$ cat config.mk
export PLATFORM = sky130hd
export DESIGN_NAME = gn_queue
export DESIGN_NICKNAME = d
export VERILOG_FILES = /design/src/sv/gn_pkg.sv /design/src/sv/gn_queue.sv
export SDC_FILE = /design/constraint.sdc
export NUM_CORES = 1
export LEC_CHECK = 0
export BUFFER_PORTS_ARGS = -buffer_cell sky130_fd_sc_hd__buf_4
export CORE_MARGIN = 2
export CORE_UTILIZATION = 30
export CTS_BUF_LIST = sky130_fd_sc_hd__clkbuf_4 sky130_fd_sc_hd__clkbuf_8
export DETAILED_ROUTE_END_ITERATION = 7
export HOLD_SLACK_MARGIN = 0.12
export SLEW_MARGIN = 15
export SYNTH_ARGS = -nofsm -noshare
export SYNTH_HDL_FRONTEND = slang
export SYNTH_SLANG_ARGS = --single-unit
export TNS_END_PERCENT = 100
$ cat constraint.sdc
create_clock -name clk -period 4.6 [get_ports clk]
set_input_delay 0.92 -clock clk [delete_from_list [all_inputs] [get_ports clk]]
set_output_delay 0.92 -clock clk [all_outputs]
set_load 0.02 [all_outputs]
$ cat src/sv/gn_pkg.sv
// Shared types, constants and helpers of the gradient noise block.
// Depends on nothing; the front, queue, back and top files import it.
package gn_pkg;

  localparam logic MODE_LOAD = 1'b0;
  localparam logic MODE_EVAL = 1'b1;

  localparam int FRAC_W   = 10;
  localparam int CORNER_W = 7;
  localparam int COORD_W  = 16;
  localparam int GRAD_W   = 16;
  localparam int VALUE_W  = 18;
  localparam int REGION_W = 4;
  localparam int DIM_W    = 11;
  localparam int BAND_MAX = 16;

  localparam logic [VALUE_W-1:0] BAND_LIMIT [BAND_MAX] = '{
    18'd1311, 18'd1966, 18'd3277, 18'd4588, 18'd9830, 18'd12452, 18'd17695,
    18'd32768, 18'd36045, 18'd58982, 18'd65536, 18'd262143, 18'd262143,
    18'd262143, 18'd262143, 18'd262143
  };

  typedef struct packed {
    logic                 eval;
    logic                 wr_ok;
    logic [CORNER_W-1:0]  r0;
    logic [CORNER_W-1:0]  r1;
    logic [CORNER_W-1:0]  c0;
    logic [CORNER_W-1:0]  c1;
    logic [GRAD_W-1:0]    gx;
    logic [GRAD_W-1:0]    gy;
    logic [FRAC_W-1:0]    fx;
    logic [FRAC_W-1:0]    fy;
  } gn_cmd_t;

  // Reduce a small index modulo a grid dimension by shifted subtraction.
  function automatic logic [CORNER_W-1:0] mod_wrap(input logic [CORNER_W-1:0] v,
                                                   input logic [DIM_W-1:0] m);
    logic [17:0] acc;
    logic [17:0] sh;
    acc = {11'b0, v};
    for (int k = CORNER_W - 1; k >= 0; k--) begin
      sh = {7'b0, m} << k;
      if (acc >= sh) begin
        acc = acc - sh;
      end
    end
    return acc[CORNER_W-1:0];
  endfunction

endpackage

$ cat src/sv/gn_queue.sv
// Short command queue between the front and back ends.
// Depends on gn_pkg.
module gn_queue
  import gn_pkg::*;
(
  input  logic    clk,
  input  logic    rst_n,
  input  logic    push_valid,
  output logic    push_ready,
  input  gn_cmd_t push_cmd,
  output logic    pop_valid,
  input  logic    pop_ready,
  output gn_cmd_t pop_cmd
);

  localparam int DEPTH = 4;
  localparam int PTR_W = $clog2(DEPTH);

  gn_cmd_t          slot_r [DEPTH];
  logic [PTR_W-1:0] wr_ptr_r;
  logic [PTR_W-1:0] rd_ptr_r;
  logic [PTR_W:0]   count_r;
  logic             push;
  logic             pop;

  assign push_ready = (count_r != (PTR_W + 1)'(DEPTH));
  assign pop_valid  = (count_r != '0);
  assign pop_cmd    = slot_r[rd_ptr_r];
  assign push       = push_valid && push_ready;
  assign pop        = pop_valid && pop_ready;

  always_ff @(posedge clk) begin
    if (!rst_n) begin
      wr_ptr_r <= '0;
      rd_ptr_r <= '0;
      count_r  <= '0;
    end else begin
      if (push) begin
        wr_ptr_r <= wr_ptr_r + 1'b1;
      end
      if (pop) begin
        rd_ptr_r <= rd_ptr_r + 1'b1;
      end
      if (push && !pop) begin
        count_r <= count_r + 1'b1;
      end else if (pop && !push) begin
        count_r <= count_r - 1'b1;
      end
    end
    if (push) begin
      slot_r[wr_ptr_r] <= push_cmd;
    end
  end

endmodule

[After elaboration in Yosys (flattened, before gate mapping)]
Memory sizes are Yosys's and may differ from the RTL's. A register that Yosys moved wholly into a read port is not among the register bits.
Cells that the tools add are included.
Cells by class
  $add $sub $neg: 4
  equal/unequal tests: 1
  muxes and demuxes: 6
  reductions and logical operators: 8
Operators by type and width (count)
  2-to-1 mux 3 bit: 2
  adder 2 x 1 -> 2 bit (second input constant): 2
  logical AND 1 bit: 4
  2-to-1 mux 2 bit: 2
  adder 3 x 1 -> 3 bit (second input constant): 1
  != test 3 bit (second input constant): 1
  nonzero test 3 bit: 1
  subtractor 3 x 1 -> 3 bit (second input constant): 1
  zero test 1 bit: 2
  2-to-1 mux 1 bit: 2
  nonzero test 2 bit: 1
Storage, ports and cells
  bits in registers: 7
  RAM bits: 328
  output and inout port bits: 84
  memories kept: 1
Memories
  slot_r: words 4, width 82, read ports 1, clocked after Yosys merged registers in 1, wr ports 1, line gn_queue.sv:19  | gn_cmd_t slot_r [DEPTH];

[Longest topological paths before layout]
  word-level depth: 6
  mapped depth: 8
  mapped depth without buffers: 8

[Worst setup path after synthesis]
OpenSTA, ideal clock, no wires.
  path type: input to register
  from: input port push_valid
  to: memory slot_r[0][0] in the netlist's numbering (enable)
  library setup time: 0.449 ns
  data arrival time: 3.151 ns
  data required time: 4.151 ns
  setup slack: 1.000 ns
  stages: 2
  path buffers: 0
  cells stage by stage: a21boi_2 -> and2_1
On the way
  word-level cells in the longest chain between the ends: 3
Ends and longest elaborated chain
  from (decl): line gn_queue.sv:8  | input logic push_valid,
  logical AND 1 bit: line gn_queue.sv:29  | assign push = push_valid && push_ready;
  2-to-1 mux 1 bit: line gn_queue.sv:50  | if (push) begin
  2-to-1 mux 1 bit (not written as such): line gn_queue.sv:51  | slot_r[wr_ptr_r] <= push_cmd;
  to (decl): line gn_queue.sv:19
Every way passes these cells.

==> impl_metrics.env <==
export IMPL_path_max_fanout=29
export IMPL_critical_path_required_ps=3680
export IMPL_yosys_warnings=0
export IMPL_timing_critical_path_max_delay_family="flip-flops"
export IMPL_peakVddDrop_v=0.000294
export IMPL_ant_nets=0
export IMPL_grt_pass1_vias=6179
export IMPL_worst_setup_path_start_kind="flip-flop"
export IMPL_cp_slowest_cell="dfxtp_4"
export IMPL_drcViolationCount=0
export IMPL_wl_per_cell_um=19.9
export IMPL_insertion_delay_ps=630
export IMPL_fmax_ghz=0.284
export IMPL_hpwl_um=14300
export IMPL_clk_pin_slew_ps=60
export IMPL_rows=74
export IMPL_synthCells=476
export IMPL_post_synth_cell_area_avg_um2=26.0
export IMPL_grt_setup_unrepaired="false"
export IMPL_syn_cell_area_um2=12400
export IMPL_endpoint_kind="output port"
export IMPL_power_density_nw_per_um2=576
export IMPL_core_area_um2=40800
export IMPL_setup_ws_ps=1080
export IMPL_power_leakage_nw=5.12
export IMPL_nets=786
export IMPL_wirelength_um=25400
export IMPL_clock_skew_ps=26.6
export IMPL_worstMarginPinSlew_ps=866
export IMPL_hold_viol_final=0
export IMPL_grt_antenna_before_repair=2
export IMPL_cts_htree_levels=2
export IMPL_first_iter_violations=337
export IMPL_syn_to_final_growth_pct=24.3
export IMPL_status="finished, final reports clean"
export IMPL_dp_slack_ps=1600
export IMPL_tns_ps=0
export IMPL_post_cts_buffers=0
export IMPL_synth_nets=568
export IMPL_synth_seq_cells=337
export IMPL_final_setup_viol_count=0
export IMPL_path_cells="buf_4, mux4_2, buf_4"
export IMPL_cts_resized=0
export IMPL_fin_util_pct=37.7
export IMPL_path_class="reg2out"
export IMPL_die_w_um=207
export IMPL_crit_path_frequent_cell="buf_4"
export IMPL_drv_cap=0
export IMPL_critical_path_buf_inv_count=2
export IMPL_track_usage_pct=11.8
export IMPL_cts_made_buffers=57
export IMPL_cp_arrival_ps=2600
export IMPL_grt_pass1_wl_um=37900
export IMPL_fillers=3687
export IMPL_hold_class="in2reg"
export IMPL_clock_path_buffers=3
export IMPL_ys_types=24
export IMPL_fin_crit_ps=3520
export IMPL_synth_yosys_seq_area_share_pct=80.9
export IMPL_dieArea_um2=43000
export IMPL_ios=170
export IMPL_drive_gt1_share_pct=48.0
export IMPL_cts_hold_repair_buffers=0
export IMPL_via_count=5618
export IMPL_start_util_pct=30.4
export IMPL_cts_tree="yes"
export IMPL_cts_root_buffer="clkbuf_8"
export IMPL_fin_total_pwr_mw=8.87
export IMPL_die_h_um=207
export IMPL_globalplace_congestion=0.687
export IMPL_port_buffers=169
export IMPL_overflow=0
export IMPL_slew_headroom_pct=42.2
export IMPL_max_stage_delay_ps=740
export IMPL_drv_slew=0
export IMPL_finalCritPeriodShare_pct=76.5
export IMPL_clock_sinks=337
export IMPL_grt_max_degree=55
export IMPL_vias_per_cell=4.41
export IMPL_drt_pass1_iter_count=4
export IMPL_postPlaceCellArea_um2=14300
export IMPL_final_cell_area_um2=15400
-- Yosys cell counts (all sizes together) --
library cell / instances / area share (%)
and2: 8 / 0.40
xnor2: 3 / 0.21
edfxtp: 328 / 79
nor2: 1 / 0.030
nand2: 5 / 0.15
ha: 5 / 0.50
dfxtp: 9 / 1.5
clkbuf: 2 / 0.061
fa: 1 / 0.16
o31ai: 1 / 0.10
o311ai: 1 / 0.071
xor2: 1 / 0.071
or3: 2 / 0.10
buf: 17 / 1.7
o21ai: 1 / 0.040
mux4: 82 / 15
inv: 3 / 0.091
nor2b: 1 / 0.051
a21boi: 2 / 0.15
mux2i: 3 / 0.24
-- metrics by stage --
stage          cells  hold slack [ps]
2_1_floorplan    476              468
6_report        1273              495
3_3_place_gp    1167              487
4_1_cts         1272              412
5_1_grt         1272              420
3_5_place_dp    1167              496
-- state kept, by name (all words and copies together), names as in the netlist, named ones only --
register	count
rd_ptr_r	2
wr_ptr_r	2
slot_r	328
count_r	3
-- cell families (layout without fill, tap and decap cells) --
| logic type | after synthesis | count (layout) | share of synthesized area (%) |
|---|---|---|---|
| xor+xnor | 4 | 4 | 0.283 |
| mux | 85 | 85 | 15.2 |
| fa+ha+maj | 6 | 6 | 0.666 |
| compound gates | 5 | 5 | 0.363 |
| simple gates | 17 | 17 | 0.737 |
| buf+inv | 22 | 286 | 1.86 |
| flops | 337 | 337 | 80.9 |
| other cells | 0 | 1 | 0 |
-- cell usage in the layout, fill, tap and decap left out --
cell type / n
o21ai_0: 1
bufinv_16: 3
edfxtp_1: 328
a21boi_0: 1
clkinv_2: 7
buf_12: 5
xnor2_1: 3
clkinvlp_4: 3
dfxtp_1: 7
mux4_1: 1
ha_1: 5
buf_4: 173
diode_2: 1
o31ai_2: 1
mux2i_1: 3
a21boi_2: 1
clkbuf_8: 59
clkinv_1: 17
and2_4: 4
nor2_1: 1
fa_1: 1
inv_1: 3
xor2_1: 1
or3_1: 2
dfxtp_4: 2
o311ai_1: 1
and2_1: 4
clkbuf_4: 16
nor2b_1: 1
nand2_1: 5
mux4_2: 81
-- path summary, 6_finish.rpt --
path,from,to,slack (ps),depth (start not counted)
setup / recovery,flip-flop,pop_cmd[15],1080,3
hold / removal,push_cmd[12],slot_r[3][12]$_DFFE_PP_,500,1
setup reg to reg,count_r[0]$_SDFFE_PN0P_,slot_r[3][39]$_DFFE_PP_,2120,4
hold reg to reg,wr_ptr_r[0]$_SDFFE_PN0P_,wr_ptr_r[0]$_SDFFE_PN0P_,500,2
-- layout make-up --
| class | count | area, um^2 | share of cell area, % |
|---|---|---|---|
| Antenna cell | 1 | 2.50 | 0.0162 |
| Clock buffer | 75 | 932 | 6.05 |
| Clock inverter | 30 | 211 | 1.37 |
| Inverter | 3 | 11.3 | 0.0731 |
| Multi-Input combinational cell | 117 | 2140 | 13.9 |
| Sequential cell | 337 | 10000 | 65.2 |
| Tap cell | 532 | 666 | 4.32 |
| Timing Repair Buffer | 178 | 1400 | 9.08 |
-- where the power goes --
| group | leakage [nW] | internal (mW) | total, mW | switching (mW) |
|---|---|---|---|---|
| Clock | 0.595 | 1.49 | 2.66 | 1.18 |
| Sequential | 3.08 | 3.73 | 3.90 | 0.171 |
| Combinational | 1.45 | 1.10 | 2.31 | 1.20 |
| Total | 5.12 | 6.32 | 8.87 | 2.55 |
-- metal layers --
metal  GRT usage [%]  share of wire (%)
met2            19.1                 49
met5               0              0.091
met4            3.67                1.9
met1            14.8                 42
met3            4.22                6.4
(Power assumes the default switching activity.)
