File: config.mk
export PLATFORM = sky130hd
export DESIGN_NAME = gn_front
export DESIGN_NICKNAME = d
export VERILOG_FILES = /design/src/sv/gn_pkg.sv /design/src/sv/gn_front.sv
export SDC_FILE = /design/constraint.sdc
export NUM_CORES = 1
export LEC_CHECK = 0
export BUFFER_PORTS_ARGS = -buffer_cell sky130_fd_sc_hd__buf_2
export CORE_MARGIN = 1.5
export CORE_UTILIZATION = 48
export CTS_CLUSTER_SIZE = 20
export DETAILED_ROUTE_END_ITERATION = 10
export HOLD_SLACK_MARGIN = 0.12
export PLACE_DENSITY = 0.82
export SYNTH_ARGS = -nofsm -noshare
export SYNTH_HDL_FRONTEND = slang
export SYNTH_SLANG_ARGS = --single-unit
File: constraint.sdc
create_clock -name clk -period 4.33 [get_ports clk]
set_input_delay 0.866 -clock clk [delete_from_list [all_inputs] [get_ports clk]]
set_output_delay 0.866 -clock clk [all_outputs]
set_load 0.01 [all_outputs]
File: src/sv/gn_pkg.sv
// Shared types, constants and helpers of the gradient noise block.
// Depends on nothing; the front, queue, back and top files import it.
package gn_pkg;

  localparam logic MODE_LOAD = 1'b0;
  localparam logic MODE_EVAL = 1'b1;

  localparam int FRAC_W   = 10;
  localparam int CORNER_W = 7;
  localparam int COORD_W  = 16;
  localparam int GRAD_W   = 16;
  localparam int VALUE_W  = 18;
  localparam int REGION_W = 4;
  localparam int DIM_W    = 11;
  localparam int BAND_MAX = 16;

  localparam logic [VALUE_W-1:0] BAND_LIMIT [BAND_MAX] = '{
    18'd1311, 18'd1966, 18'd3277, 18'd4588, 18'd9830, 18'd12452, 18'd17695,
    18'd32768, 18'd36045, 18'd58982, 18'd65536, 18'd262143, 18'd262143,
    18'd262143, 18'd262143, 18'd262143
  };

  typedef struct packed {
    logic                 eval;
    logic                 wr_ok;
    logic [CORNER_W-1:0]  r0;
    logic [CORNER_W-1:0]  r1;
    logic [CORNER_W-1:0]  c0;
    logic [CORNER_W-1:0]  c1;
    logic [GRAD_W-1:0]    gx;
    logic [GRAD_W-1:0]    gy;
    logic [FRAC_W-1:0]    fx;
    logic [FRAC_W-1:0]    fy;
  } gn_cmd_t;

  // Reduce a small index modulo a grid dimension by shifted subtraction.
  function automatic logic [CORNER_W-1:0] mod_wrap(input logic [CORNER_W-1:0] v,
                                                   input logic [DIM_W-1:0] m);
    logic [17:0] acc;
    logic [17:0] sh;
    acc = {11'b0, v};
    for (int k = CORNER_W - 1; k >= 0; k--) begin
      sh = {7'b0, m} << k;
      if (acc >= sh) begin
        acc = acc - sh;
      end
    end
    return acc[CORNER_W-1:0];
  endfunction

endpackage

File: src/sv/gn_front.sv
// Front end: accepts items, classifies load vs evaluate, forms wrapped corners.
// Depends on gn_pkg.
module gn_front
  import gn_pkg::*;
#(
  parameter int GRID_ROWS = 64,
  parameter int GRID_COLS = 64
) (
  input  logic          clk,
  input  logic          rst_n,
  input  logic          in_valid,
  output logic          in_ready,
  input  logic          mode,
  input  logic [5:0]    grid_row,
  input  logic [5:0]    grid_col,
  input  logic [15:0]   grad_x,
  input  logic [15:0]   grad_y,
  input  logic [15:0]   sample_x,
  input  logic [15:0]   sample_y,
  output logic          cmd_valid,
  input  logic          cmd_ready,
  output gn_cmd_t       cmd
);

  logic    valid_r;
  gn_cmd_t cmd_r;
  gn_cmd_t cmd_nxt;
  logic [CORNER_W-1:0] x0;
  logic [CORNER_W-1:0] y0;

  assign in_ready  = !valid_r || cmd_ready;
  assign cmd_valid = valid_r;
  assign cmd       = cmd_r;

  assign x0 = {1'b0, sample_x[COORD_W-1:FRAC_W]};
  assign y0 = {1'b0, sample_y[COORD_W-1:FRAC_W]};

  always_comb begin
    cmd_nxt = '0;
    cmd_nxt.eval = (mode == MODE_EVAL);
    if (mode == MODE_LOAD) begin
      cmd_nxt.wr_ok = ({5'b0, grid_row} < DIM_W'(GRID_ROWS)) &&
                      ({5'b0, grid_col} < DIM_W'(GRID_COLS));
      cmd_nxt.r0 = {1'b0, grid_row};
      cmd_nxt.c0 = {1'b0, grid_col};
      cmd_nxt.gx = grad_x;
      cmd_nxt.gy = grad_y;
    end else begin
      cmd_nxt.c0 = mod_wrap(x0, DIM_W'(GRID_COLS));
      cmd_nxt.c1 = mod_wrap(x0 + 1'b1, DIM_W'(GRID_COLS));
      cmd_nxt.r0 = mod_wrap(y0, DIM_W'(GRID_ROWS));
      cmd_nxt.r1 = mod_wrap(y0 + 1'b1, DIM_W'(GRID_ROWS));
      cmd_nxt.fx = sample_x[FRAC_W-1:0];
      cmd_nxt.fy = sample_y[FRAC_W-1:0];
    end
  end

  always_ff @(posedge clk) begin
    if (!rst_n) begin
      valid_r <= 1'b0;
    end else if (in_ready) begin
      valid_r <= in_valid;
    end
    if (in_ready && in_valid) begin
      cmd_r <= cmd_nxt;
    end
  end

endmodule

Yosys cells after proc, flatten, opt, wreduce, memory -nomap -nowiden
Cells that the tools add are included.
Word-level totals
  register bits after elaboration: 83
  input bits: 81
  output and inout bits: 84
Cells by class
  add/sub/neg operators: 6
  order comparisons: 4
  mux-type cells: 7
  reduce and logical (&&, ||, !) cells: 5
Operators with widths (count)
  $mux W6: 4
  $add A6 B1 Y7 const B: 2
  $ge A6 B7 Y1 const B: 2
  $ge A7 B7 Y1 const B: 2
  $mux W7: 2
  $sub A6 B7 Y7 const B: 2
  $sub A7 B7 Y7 const B: 2
  $reduce_and A2 Y1: 2
  $logic_and A1 B1 Y1: 1
  $logic_not A1 Y1: 1
  $logic_or A1 B1 Y1: 1
  $mux W1: 1

Longest topological paths before layout
Gate-level depths: netlist of the first run.
  depth after elaboration: 3
  gate-level depth with buffers: 4

Worst setup path after synthesis of the first run
Ideal clock, no wire load.
  kind: input to register
  start point: input cmd_ready
  end point: register cmd_r, in the netlist cmd[0] (enable)
  library setup time: 445 ps
  arrival time: 2895 ps
  data required time: 3885 ps
  path slack: 990 ps
  stages: 2
  path buffers: 0
  cell sequence: nand2b_1 -> and2_1
Between the ends
  longest elaborated chain between the ends: 2
RTL lines
  from (decl): RTL line gn_front.sv:21  | input logic cmd_ready,
  $logic_or A1 B1 Y1: RTL line gn_front.sv:31  | assign in_ready = !valid_r || cmd_ready;
  $logic_and A1 B1 Y1: RTL line gn_front.sv:64  | if (in_ready && in_valid) begin
  to (signal assigned): RTL line gn_front.sv:65  | cmd_r <= cmd_nxt;
  to (decl): RTL line gn_front.sv:26  | gn_cmd_t cmd_r;
No other way between the ends.
A chain may end at the register's enable or synchronous reset.

==> impl_metrics.env, run 1 <==
export IMPL_hold_worst_slack_ns=0.543
export IMPL_drt_iter0_markers=143
export IMPL_timing_final_hold_violations=0
export IMPL_design_final_nets=441
export IMPL_final_common_cell="sky130_fd_sc_hd__buf_2"
export IMPL_placed_area_sq_mm=0.00396
export IMPL_drt_pass1_iterations=4
export IMPL_timing_rr_end="cmd[55]"
export IMPL_rr_startpoint="cmd_valid"
export IMPL_r2r_cells=2
export IMPL_cap_violations=0
export IMPL_path_depth=4
export IMPL_final_cell_count_no_fill=440
export IMPL_routed_wire_length_per_instance_um=13.9
export IMPL_antenna_found_initial=0
export IMPL_grt_ovfl_total=0
export IMPL_slew_headroom_pct=33.2
export IMPL_synthesis_area_per_instance_sq_um=15.9
export IMPL_die_height_um=83.4
export IMPL_min_from="cmd_valid"
export IMPL_report_power_total_uw=1680
export IMPL_core_region_area_sq_mm=0.00628
export IMPL_grt_first_pass_wirelength_um=9460
export IMPL_total_negative_setup_slacks_ns=0
export IMPL_drive_above_1_share_pct=51.5
export IMPL_synthCells=195
export IMPL_level_count_of_the_clock_h_tree=3
export IMPL_top_level_ports=165
export IMPL_timing_critical_path_from="mode"
export IMPL_hold_path_class="reg -> reg"
export IMPL_yosysWarnings=0
export IMPL_root_buffer="sky130_fd_sc_hd__clkbuf_8"
export IMPL_worst_ep_arrival_time_ns=2.31
export IMPL_drt_wl_total_um=6120
export IMPL_count_of_input_and_output_buffers=160
export IMPL_chipWidth_um=83.4
export IMPL_slew_violations=0
export IMPL_regArea_sq_mm=0.00236
export IMPL_tritoncts_num_sinks=79
export IMPL_core_rowCount=29
export IMPL_timing_hold_worst_endpoint="cmd_valid"
export IMPL_die_area_sq_mm=0.00695
export IMPL_post_place_cells=424
export IMPL_finalClockSkew_ns=0.00559
export IMPL_tritoncts="yes"
export IMPL_cpMaxStageDelayCell="sky130_fd_sc_hd__or4_1"
export IMPL_clk_insertion_delay_late_ns=0.34
export IMPL_detail_route_vias_per_cell=4.69
export IMPL_sequential_fraction_of_the_synthesis_area_pct=76.2
export IMPL_post_cts_hold_buffer_count=0
export IMPL_critical_path_startpoint_type="input pin"
export IMPL_post_cts_setup_buffers=0
export IMPL_filler_cell_count=482
export IMPL_grtUsageTotal_pct=18.0
export IMPL_setup_viol_count_final=0
export IMPL_grt_pass1_vias=2034
export IMPL_cts_buffers=9
export IMPL_layout_area_overhead_vs_synth_pct=34.5
export IMPL_run_status="finished, final reports clean"
export IMPL_reg2reg_slack_ns=2.67
export IMPL_ant_nets=0
export IMPL_cts_path_max_buffers=2
export IMPL_period_share_pct=49.3
export IMPL_cts_repair_resized=0
export IMPL_syn_cell_area_sq_mm=0.00310
export IMPL_multi_input_comb_area_sq_um=673
export IMPL_critical_path_fanouts_max=39
export IMPL_floorplan_initialDensity_pct=49.4
export IMPL_worst_slew_pin_transition_ns=1.00
export IMPL_yosys_cell_types_count=21
export IMPL_min_delay_path_depth=2
export IMPL_antennaDiodeCount=0
export IMPL_power_per_cell_area_mw_per_mm2=403
export IMPL_crit_path_max_incr_delay_ns=0.56
export IMPL_critical_path_top_delay_family="buffers and inverters"
export IMPL_ys_ff_latch=79
export IMPL_finalWorstPathRequiredPeriod_ns=2.13
export IMPL_crit_path_cell_trace="buf_2 > inv_2 > or4_1 > o21ai_0"
export IMPL_rsz0062_at_grt="no"
export IMPL_critPathKind="in -> reg"
export IMPL_power_leakage_uw=0.00182
export IMPL_path_clk_slew_ns=0.08
export IMPL_grt_max_degree=79
export IMPL_ir_drop_mv=0.255
export IMPL_cp_required_ns=4.51
export IMPL_path_buf_inv=2
export IMPL_dp_hpwl_um=4320
export IMPL_num_vias=2064
export IMPL_drc=0
export IMPL_fmaxAchievable_ghz=0.469
export IMPL_globalplace_congestion=0.670
export IMPL_finalInstanceArea_sq_mm=0.00417
export IMPL_most_common_layout_cells="sky130_fd_sc_hd__buf_2, sky130_fd_sc_hd__edfxtp_1, sky130_fd_sc_hd__nor2b_1"
export IMPL_critPathCaptureType="register"
## cell type report
type,instances,share of cell area (%)
clock buffer,10,3.06
clock inverter,6,2.04
inverter,4,0.360
multi-input combinational,103,16.2
sequential,79,56.7
tap,77,2.31
timing repair buffer,161,19.4
## synthesized netlist by cell type
master                     count  area share [%]
sky130_fd_sc_hd__a21boi_0      1            0.24
sky130_fd_sc_hd__and2_1       23             4.6
sky130_fd_sc_hd__buf_2         2            0.32
sky130_fd_sc_hd__buf_4         4            0.97
sky130_fd_sc_hd__clkbuf_1      6            0.73
sky130_fd_sc_hd__conb_1        1            0.12
sky130_fd_sc_hd__dfxtp_1       1            0.65
sky130_fd_sc_hd__edfxtp_1     78              76
sky130_fd_sc_hd__ha_1          2            0.81
sky130_fd_sc_hd__inv_1         3            0.36
sky130_fd_sc_hd__inv_2         1            0.12
sky130_fd_sc_hd__mux2_2       10             3.6
sky130_fd_sc_hd__nand2_1       4            0.48
sky130_fd_sc_hd__nand2b_1      1            0.20
sky130_fd_sc_hd__nand3_1       4            0.65
sky130_fd_sc_hd__nor2_1       10             1.2
sky130_fd_sc_hd__nor2b_1      32             6.5
sky130_fd_sc_hd__o21ai_0       4            0.65
sky130_fd_sc_hd__or4_1         2            0.48
sky130_fd_sc_hd__xnor2_1       2            0.57
sky130_fd_sc_hd__xor2_1        4             1.1
## power by group
part | leakage, uW | total, uW | internal, uW | switching, uW
clock | 0.000104 | 582 | 323 | 259
combinational | 0.000929 | 184 | 83.6 | 100
sequential | 0.000782 | 913 | 901 | 11.6
## through the flow
| step | setup slack [ns] | util (%) |
|---|---|---|
| 2_1_floorplan | 0.990 | - |
| 3_3_place_gp | 1.89 | 63.0 |
| 3_5_place_dp | 1.85 | 63.0 |
| 4_1_cts | 2.20 | 66.4 |
| 5_1_grt | 2.05 | 66.4 |
| 6_report | 2.20 | 66.4 |
## tightest hold or removal path: stages (launching register included)
cell	delay [ns]
sky130_fd_sc_hd__dfxtp_1	0.32
sky130_fd_sc_hd__nand2b_1	0.10
sky130_fd_sc_hd__a21boi_0	0.08
## layer usage
layer / share of wire (%) / global-route usage (%) / vias up
met5: 0 / 0 / -
met1: 41 / 21.1 / 955
met4: 2.3 / 9.09 / 0
met3: 7.4 / 4.77 / 15
li1: - / - / 999
met2: 49 / 30.5 / 95
## cells by family (layout without fill, tap and decap cells)
| kind of cell | count (synthesis) | after routing | share of synthesized area [%] |
|---|---|---|---|
| AND/OR/NAND/NOR | 76 | 76 | 14.1 |
| XOR/XNOR | 6 | 6 | 1.70 |
| other | 1 | 4 | 0.121 |
| multiplexers | 10 | 10 | 3.63 |
| flip-flops | 79 | 79 | 76.2 |
| AO/OA/AOI/OAI | 5 | 5 | 0.888 |
| buffers and inverters | 16 | 181 | 2.50 |
| adder cells (fa/ha/maj) | 2 | 2 | 0.807 |
## state kept, by name, indices dropped and copies added, names as in the netlist
name       count
cmd_valid      1
cmd           78
## how the worst max path moves through the flow
stage / end
2_1_floorplan: cmd[0]
3_3_place_gp: cmd[73]
3_5_place_dp: cmd[77]
4_1_cts: in_ready
5_1_grt: cmd[57]
6_report: cmd[57]
Power figures use the tool's default switching activity.
==> inputs of run 2 (changes only) <==
Settings changed: CORE_UTILIZATION 48 to 44, PLACE_DENSITY 0.82 to 0.76.
Clock period 4.33 ns to 2.2 ns, I/O delays scaled along.
==> impl_metrics.env, run 2 (synthesis gave the netlist of run 1 again) <==
export IMPL_run_status="finished, final reports clean"
export IMPL_total_negative_setup_slacks_ns=0
export IMPL_groute_layer_met1_usage_pct=18.3
export IMPL_cap_violations=0
export IMPL_critPathKind="reg -> reg"
export IMPL_timing_final_hold_violations=0
export IMPL_setup_viol_count_final=0
export IMPL_cp_required_ns=2.22
export IMPL_internal_power_uw=2580
export IMPL_post_cts_hold_buffer_count=0
export IMPL_die_height_um=86.9
export IMPL_report_power_total_uw=3300
export IMPL_grt_ovfl_total=0
export IMPL_chipWidth_um=86.9
export IMPL_post_place_cells=447
export IMPL_routed_wire_length_per_instance_um=12.9
export IMPL_drive_above_1_share_pct=52.0
export IMPL_grt_use_met2_pct=25.9
export IMPL_rr_startpoint="cmd_valid"
export IMPL_path_clk_slew_ns=0.08
export IMPL_design_final_nets=445
export IMPL_num_vias=2048
export IMPL_layout_area_overhead_vs_synth_pct=37.0
export IMPL_grtUsageTotal_pct=15.7
export IMPL_final_cell_count_no_fill=463
export IMPL_drt_wl_total_um=5990
export IMPL_hold_worst_slack_ns=0.343
export IMPL_top_level_ports=165
export IMPL_min_delay_path_depth=2
export IMPL_grt_first_pass_wirelength_um=8830
export IMPL_hold_path_class="in -> reg"
export IMPL_ir_drop_mv=0.379
export IMPL_rsz0062_at_grt="no"
export IMPL_ant_nets=0
export IMPL_critical_path_fanouts_max=39
export IMPL_power_frac_clock_pct=34.3
export IMPL_combPwrFrac_pct=11.3
export IMPL_fmaxAchievable_ghz=0.702
export IMPL_power_per_cell_area_mw_per_mm2=777
export IMPL_reg2reg_slack_ns=0.78
export IMPL_globalplace_congestion=0.735
export IMPL_grt_pass1_vias=1951
export IMPL_post_cts_setup_buffers=0
export IMPL_worst_ep_arrival_time_ns=1.45
export IMPL_grt_use_met3_pct=4.45
export IMPL_tritoncts="yes"
export IMPL_floorplan_initialDensity_pct=45.6
export IMPL_grt_max_degree=40
export IMPL_critical_path_startpoint_type="register"
export IMPL_tritoncts_num_sinks=79
export IMPL_relative_contribution_of_sequential_cells_to_total_power_pct=54.4
export IMPL_core_rowCount=30
export IMPL_drc=0
export IMPL_root_buffer="sky130_fd_sc_hd__clkbuf_8"
export IMPL_dp_hpwl_um=4360
export IMPL_level_count_of_the_clock_h_tree=3
export IMPL_core_region_area_sq_mm=0.00679
export IMPL_drt_iter0_markers=53
export IMPL_slew_violations=0
export IMPL_finalClockSkew_ns=0.0103
export IMPL_p_sw_share_pct=21.8
export IMPL_finalWorstPathRequiredPeriod_ns=1.42
export IMPL_antenna_found_initial=0
export IMPL_critPathCaptureType="register"
export IMPL_count_of_input_and_output_buffers=160
export IMPL_cts_repair_resized=0
export IMPL_die_area_sq_mm=0.00756
export IMPL_timing_rr_end="cmd[11]"
export IMPL_detail_route_vias_per_cell=4.42
export IMPL_power_leakage_uw=0.00184
export IMPL_drt_pass1_iterations=4
export IMPL_timing_hold_worst_endpoint="cmd_valid"
export IMPL_largest_register_ffs=78
export IMPL_clk_insertion_delay_late_ns=0.34
export IMPL_antennaDiodeCount=0
export IMPL_switchingPower_uw=718
export IMPL_cts_path_max_buffers=2
export IMPL_cts_buffers=9
export IMPL_min_from="rst_n"
export IMPL_most_common_layout_cells="sky130_fd_sc_hd__buf_2, sky130_fd_sc_hd__edfxtp_1, sky130_fd_sc_hd__nor2b_1"
export IMPL_period_share_pct=64.7
export IMPL_grt_busiest_layer="met2"
export IMPL_final_common_cell="sky130_fd_sc_hd__buf_2"
export IMPL_r2r_cells=3
## run 2: worst max path at each step
stage               slack (ns)       from       to
global placement          0.53       mode  cmd[71]
floorplan                 0.14  cmd_ready   cmd[0]
global route              0.70  cmd_valid   cmd[1]
CTS                       0.76  cmd_valid  cmd[59]
finish                    0.78  cmd_valid  cmd[11]
detailed placement        0.50       mode  cmd[71]
## run 2: critical path, stage by stage (launching register included)
cell and delay (ns):
sky130_fd_sc_hd__dfxtp_1 0.32, sky130_fd_sc_hd__nand2b_1 0.09, sky130_fd_sc_hd__and2_4 0.40, sky130_fd_sc_hd__buf_12 0.27
## run 2: power by group through the flow
stage	registers, uW	clock network (uW)	logic, uW
6_report	1790	1130	374
5_1_grt	1800	1220	411
2_1_floorplan	1890	0	122
3_3_place_gp	1830	0	373
3_5_place_dp	1830	0	379
4_1_cts	1800	1160	380
## run 2: final cells by class
type | instances | area (sq um)
flip-flops and latches | 79 | 2360
repair buffers | 165 | 863
well taps | 96 | 120
multi-input cells | 103 | 673
clock buffers | 10 | 128
inverters | 4 | 15.0
clock inverters | 6 | 85.1
fillers | 552 | 2550
## run 2: metrics by stage
step                      util, %  instance area, sq um  setup slack [ns]
final                        62.5                  4250             0.776
after global routing         62.5                  4250             0.696
after CTS                    62.5                  4250             0.761
after detailed placement     59.4                  4030             0.496
after global placement       59.4                  4030             0.529
after floorplan                 -                  3110             0.144
## run 2: layer usage
layer,part of all wire [%],vias to the layer above
met3,8.3,12
met2,49,102
met5,0,-
met1,41,925
met4,2.1,0
li1,-,1009
==> inputs of run 3 (changes only) <==
Settings changed: ABC_AREA from default to 1, CORE_UTILIZATION 44 to 45.
Clock period 2.2 ns to 1.34 ns, I/O delays scaled along.
==> impl_metrics.env, run 3 <==
export IMPL_design_final_nets=531
export IMPL_synth_largest_type_area_fraction_pct=71.6
export IMPL_cts_buffers=9
export IMPL_cts_path_max_buffers=2
export IMPL_drc=0
export IMPL_tritoncts="yes"
export IMPL_detail_route_vias_per_cell=4.45
export IMPL_run_status="finished, final reports clean"
export IMPL_chipWidth_um=88.3
export IMPL_yosysWarnings=0
export IMPL_synthCells=284
export IMPL_synthesis_area_per_instance_sq_um=11.5
export IMPL_die_area_sq_mm=0.00779
export IMPL_grt_pass1_vias=2217
export IMPL_power_per_cell_area_mw_per_mm2=1210
export IMPL_period_share_pct=87.2
export IMPL_ir_drop_mv=0.495
export IMPL_root_buffer="sky130_fd_sc_hd__clkbuf_8"
export IMPL_timing_final_hold_violations=0
export IMPL_die_height_um=88.3
export IMPL_sequential_fraction_of_the_synthesis_area_pct=72.2
export IMPL_critical_path_startpoint_type="register"
export IMPL_r2r_cells=2
export IMPL_worst_ep_arrival_time_ns=0.90
export IMPL_finalClockSkew_ns=0.00602
export IMPL_core_region_area_sq_mm=0.00691
export IMPL_cts_repair_resized=0
export IMPL_power_leakage_uw=0.00224
export IMPL_drive_above_1_share_pct=41.3
export IMPL_top_level_ports=165
export IMPL_fmaxAchievable_ghz=0.856
export IMPL_grt_ovfl_total=0
export IMPL_final_core_utilization_pct=63.0
export IMPL_commonest_cells_in_the_synthesized_netlist="sky130_fd_sc_hd__edfxtp_1, sky130_fd_sc_hd__inv_1, sky130_fd_sc_hd__nand2_1"
export IMPL_critical_path_fanouts_max=3
export IMPL_reg2reg_slack_ns=0.22
export IMPL_clk_insertion_delay_late_ns=0.34
export IMPL_rr_startpoint="cmd_valid"
export IMPL_cap_violations=0
export IMPL_synth_flop_cell="sky130_fd_sc_hd__edfxtp_1"
export IMPL_dp_hpwl_um=5280
export IMPL_layout_area_overhead_vs_synth_pct=32.9
export IMPL_yosys_cell_types_count=20
export IMPL_drt_iter0_markers=139
export IMPL_synth_enable_flop_cells=78
export IMPL_setup_viol_count_final=0
export IMPL_count_of_input_and_output_buffers=160
export IMPL_slew_violations=0
export IMPL_synth_top_area_cell="sky130_fd_sc_hd__edfxtp_1"
export IMPL_hold_path_class="in -> reg"
export IMPL_timing_critical_path_from="cmd_valid"
export IMPL_antenna_found_initial=0
export IMPL_rsz0062_at_grt="no"
export IMPL_ant_nets=0
export IMPL_antennaDiodeCount=0
export IMPL_post_cts_setup_buffers=0
export IMPL_floorplan_initialDensity_pct=47.4
export IMPL_filler_cell_count=616
export IMPL_synthTopCellsByArea="sky130_fd_sc_hd__edfxtp_1, sky130_fd_sc_hd__inv_1, sky130_fd_sc_hd__nand2_1"
export IMPL_level_count_of_the_clock_h_tree=3
export IMPL_grt_max_degree=50
export IMPL_most_common_layout_cells="sky130_fd_sc_hd__buf_2, sky130_fd_sc_hd__edfxtp_1, sky130_fd_sc_hd__inv_1"
export IMPL_timing_rr_end="cmd[36]"
export IMPL_largest_register_ffs=78
export IMPL_total_negative_setup_slacks_ns=0
export IMPL_routed_wire_length_per_instance_um=12.6
export IMPL_synth_most_common_cell="sky130_fd_sc_hd__edfxtp_1"
export IMPL_synth_async_sr_flop_share_pct=0
export IMPL_worst_setup_path_endpoint="in_ready"
export IMPL_post_cts_hold_buffer_count=0
export IMPL_drt_wl_total_um=6920
export IMPL_path_clk_slew_ns=0.07
export IMPL_finalWorstPathRequiredPeriod_ns=1.17
export IMPL_num_vias=2442
export IMPL_cp_required_ns=1.07
export IMPL_min_from="rst_n"
export IMPL_final_common_cell="sky130_fd_sc_hd__buf_2"
export IMPL_drt_pass1_iterations=4
export IMPL_grtUsageTotal_pct=17.7
export IMPL_ys_ff_latch=79
export IMPL_globalplace_congestion=0.821
export IMPL_critPathCaptureType="primary output"
export IMPL_core_rowCount=30
export IMPL_syn_cell_area_sq_mm=0.00327
export IMPL_tritoncts_num_sinks=79
export IMPL_critPathKind="reg -> out"
export IMPL_grt_first_pass_wirelength_um=10100
run 3: cell count changes in the layout (fill, tap and decap cells not counted), moves of 3 or more:
cell,delta
sky130_fd_sc_hd__nor2_2,+3
sky130_fd_sc_hd__nor2b_1,-32
sky130_fd_sc_hd__and2_1,-22
sky130_fd_sc_hd__inv_1,+62
sky130_fd_sc_hd__nand2_1,+52
sky130_fd_sc_hd__a21oi_1,+6
sky130_fd_sc_hd__mux2_2,-10
sky130_fd_sc_hd__o21ai_1,+4
sky130_fd_sc_hd__nor2_1,+31
sky130_fd_sc_hd__xor2_1,-4
run 3: area by class of cell:
cell class,instances,area (sq um),share of cell area (%)
Clock inverter,6,61.3,1.41
Sequential cell,79,2360,54.4
Multi-Input combinational cell,128,559,12.9
Timing Repair Buffer,164,868,20.0
Clock buffer,10,128,2.94
Inverter,66,248,5.70
Tap cell,96,120,2.76
run 3: per-stage QoR:
| step | hold WS, ns | instance area [sq um] | power (uW) | cells | worst slack [ns] |
|---|---|---|---|---|---|
| after floorplan | 0.367 | 3290 | 3340 | 287 | -0.755 |
| after global placement | 0.510 | 4160 | 3650 | 533 | 0.130 |
| after detailed placement | 0.516 | 4160 | 3680 | 533 | 0.117 |
| after CTS | 0.156 | 4350 | 5330 | 549 | 0.148 |
| after global routing | 0.154 | 4350 | 5520 | 549 | 0.115 |
| final | 0.171 | 4350 | 5280 | 549 | 0.172 |
run 3: power by group:
part	switching [uW]	internal, uW	total (uW)
combinational	385	271	656
sequential	43.6	2910	2950
clock	817	851	1670
run 3: per-layer routing:
| layer | up-vias | GRT usage (%) | routed length, um |
|---|---|---|---|
| met5 | - | 0 | 0 |
| met4 | 0 | 5.97 | 72 |
| met3 | 8 | 4.48 | 571 |
| met2 | 120 | 30.7 | 3560 |
| met1 | 1112 | 21.7 | 2720 |
| li1 | 1202 | - | - |
run 3: kinds of logic (layout without fill, tap and decap cells):
group           Yosys count  after routing  synth area share [%]
simple gates            106            106                  13.0
buf+inv                  80            246                  11.4
flops                    79             79                  72.2
compound gates           16             16                  2.52
fa+ha+maj                 2              2                 0.765
other cells               1              4                 0.115
run 3: worst min-delay path by stage:
stage | cells past startpoint | to
2_1_floorplan | 0 | cmd[81]
4_1_cts | 2 | cmd_valid
3_5_place_dp | 2 | cmd_valid
6_report | 2 | cmd_valid
3_3_place_gp | 2 | cmd_valid
5_1_grt | 2 | cmd_valid
run 3: critical path, cell delays in order, from the launching register on:
cell,delay (ns)
sky130_fd_sc_hd__dfxtp_2,0.36
sky130_fd_sc_hd__nand2_1,0.07
sky130_fd_sc_hd__buf_2,0.14
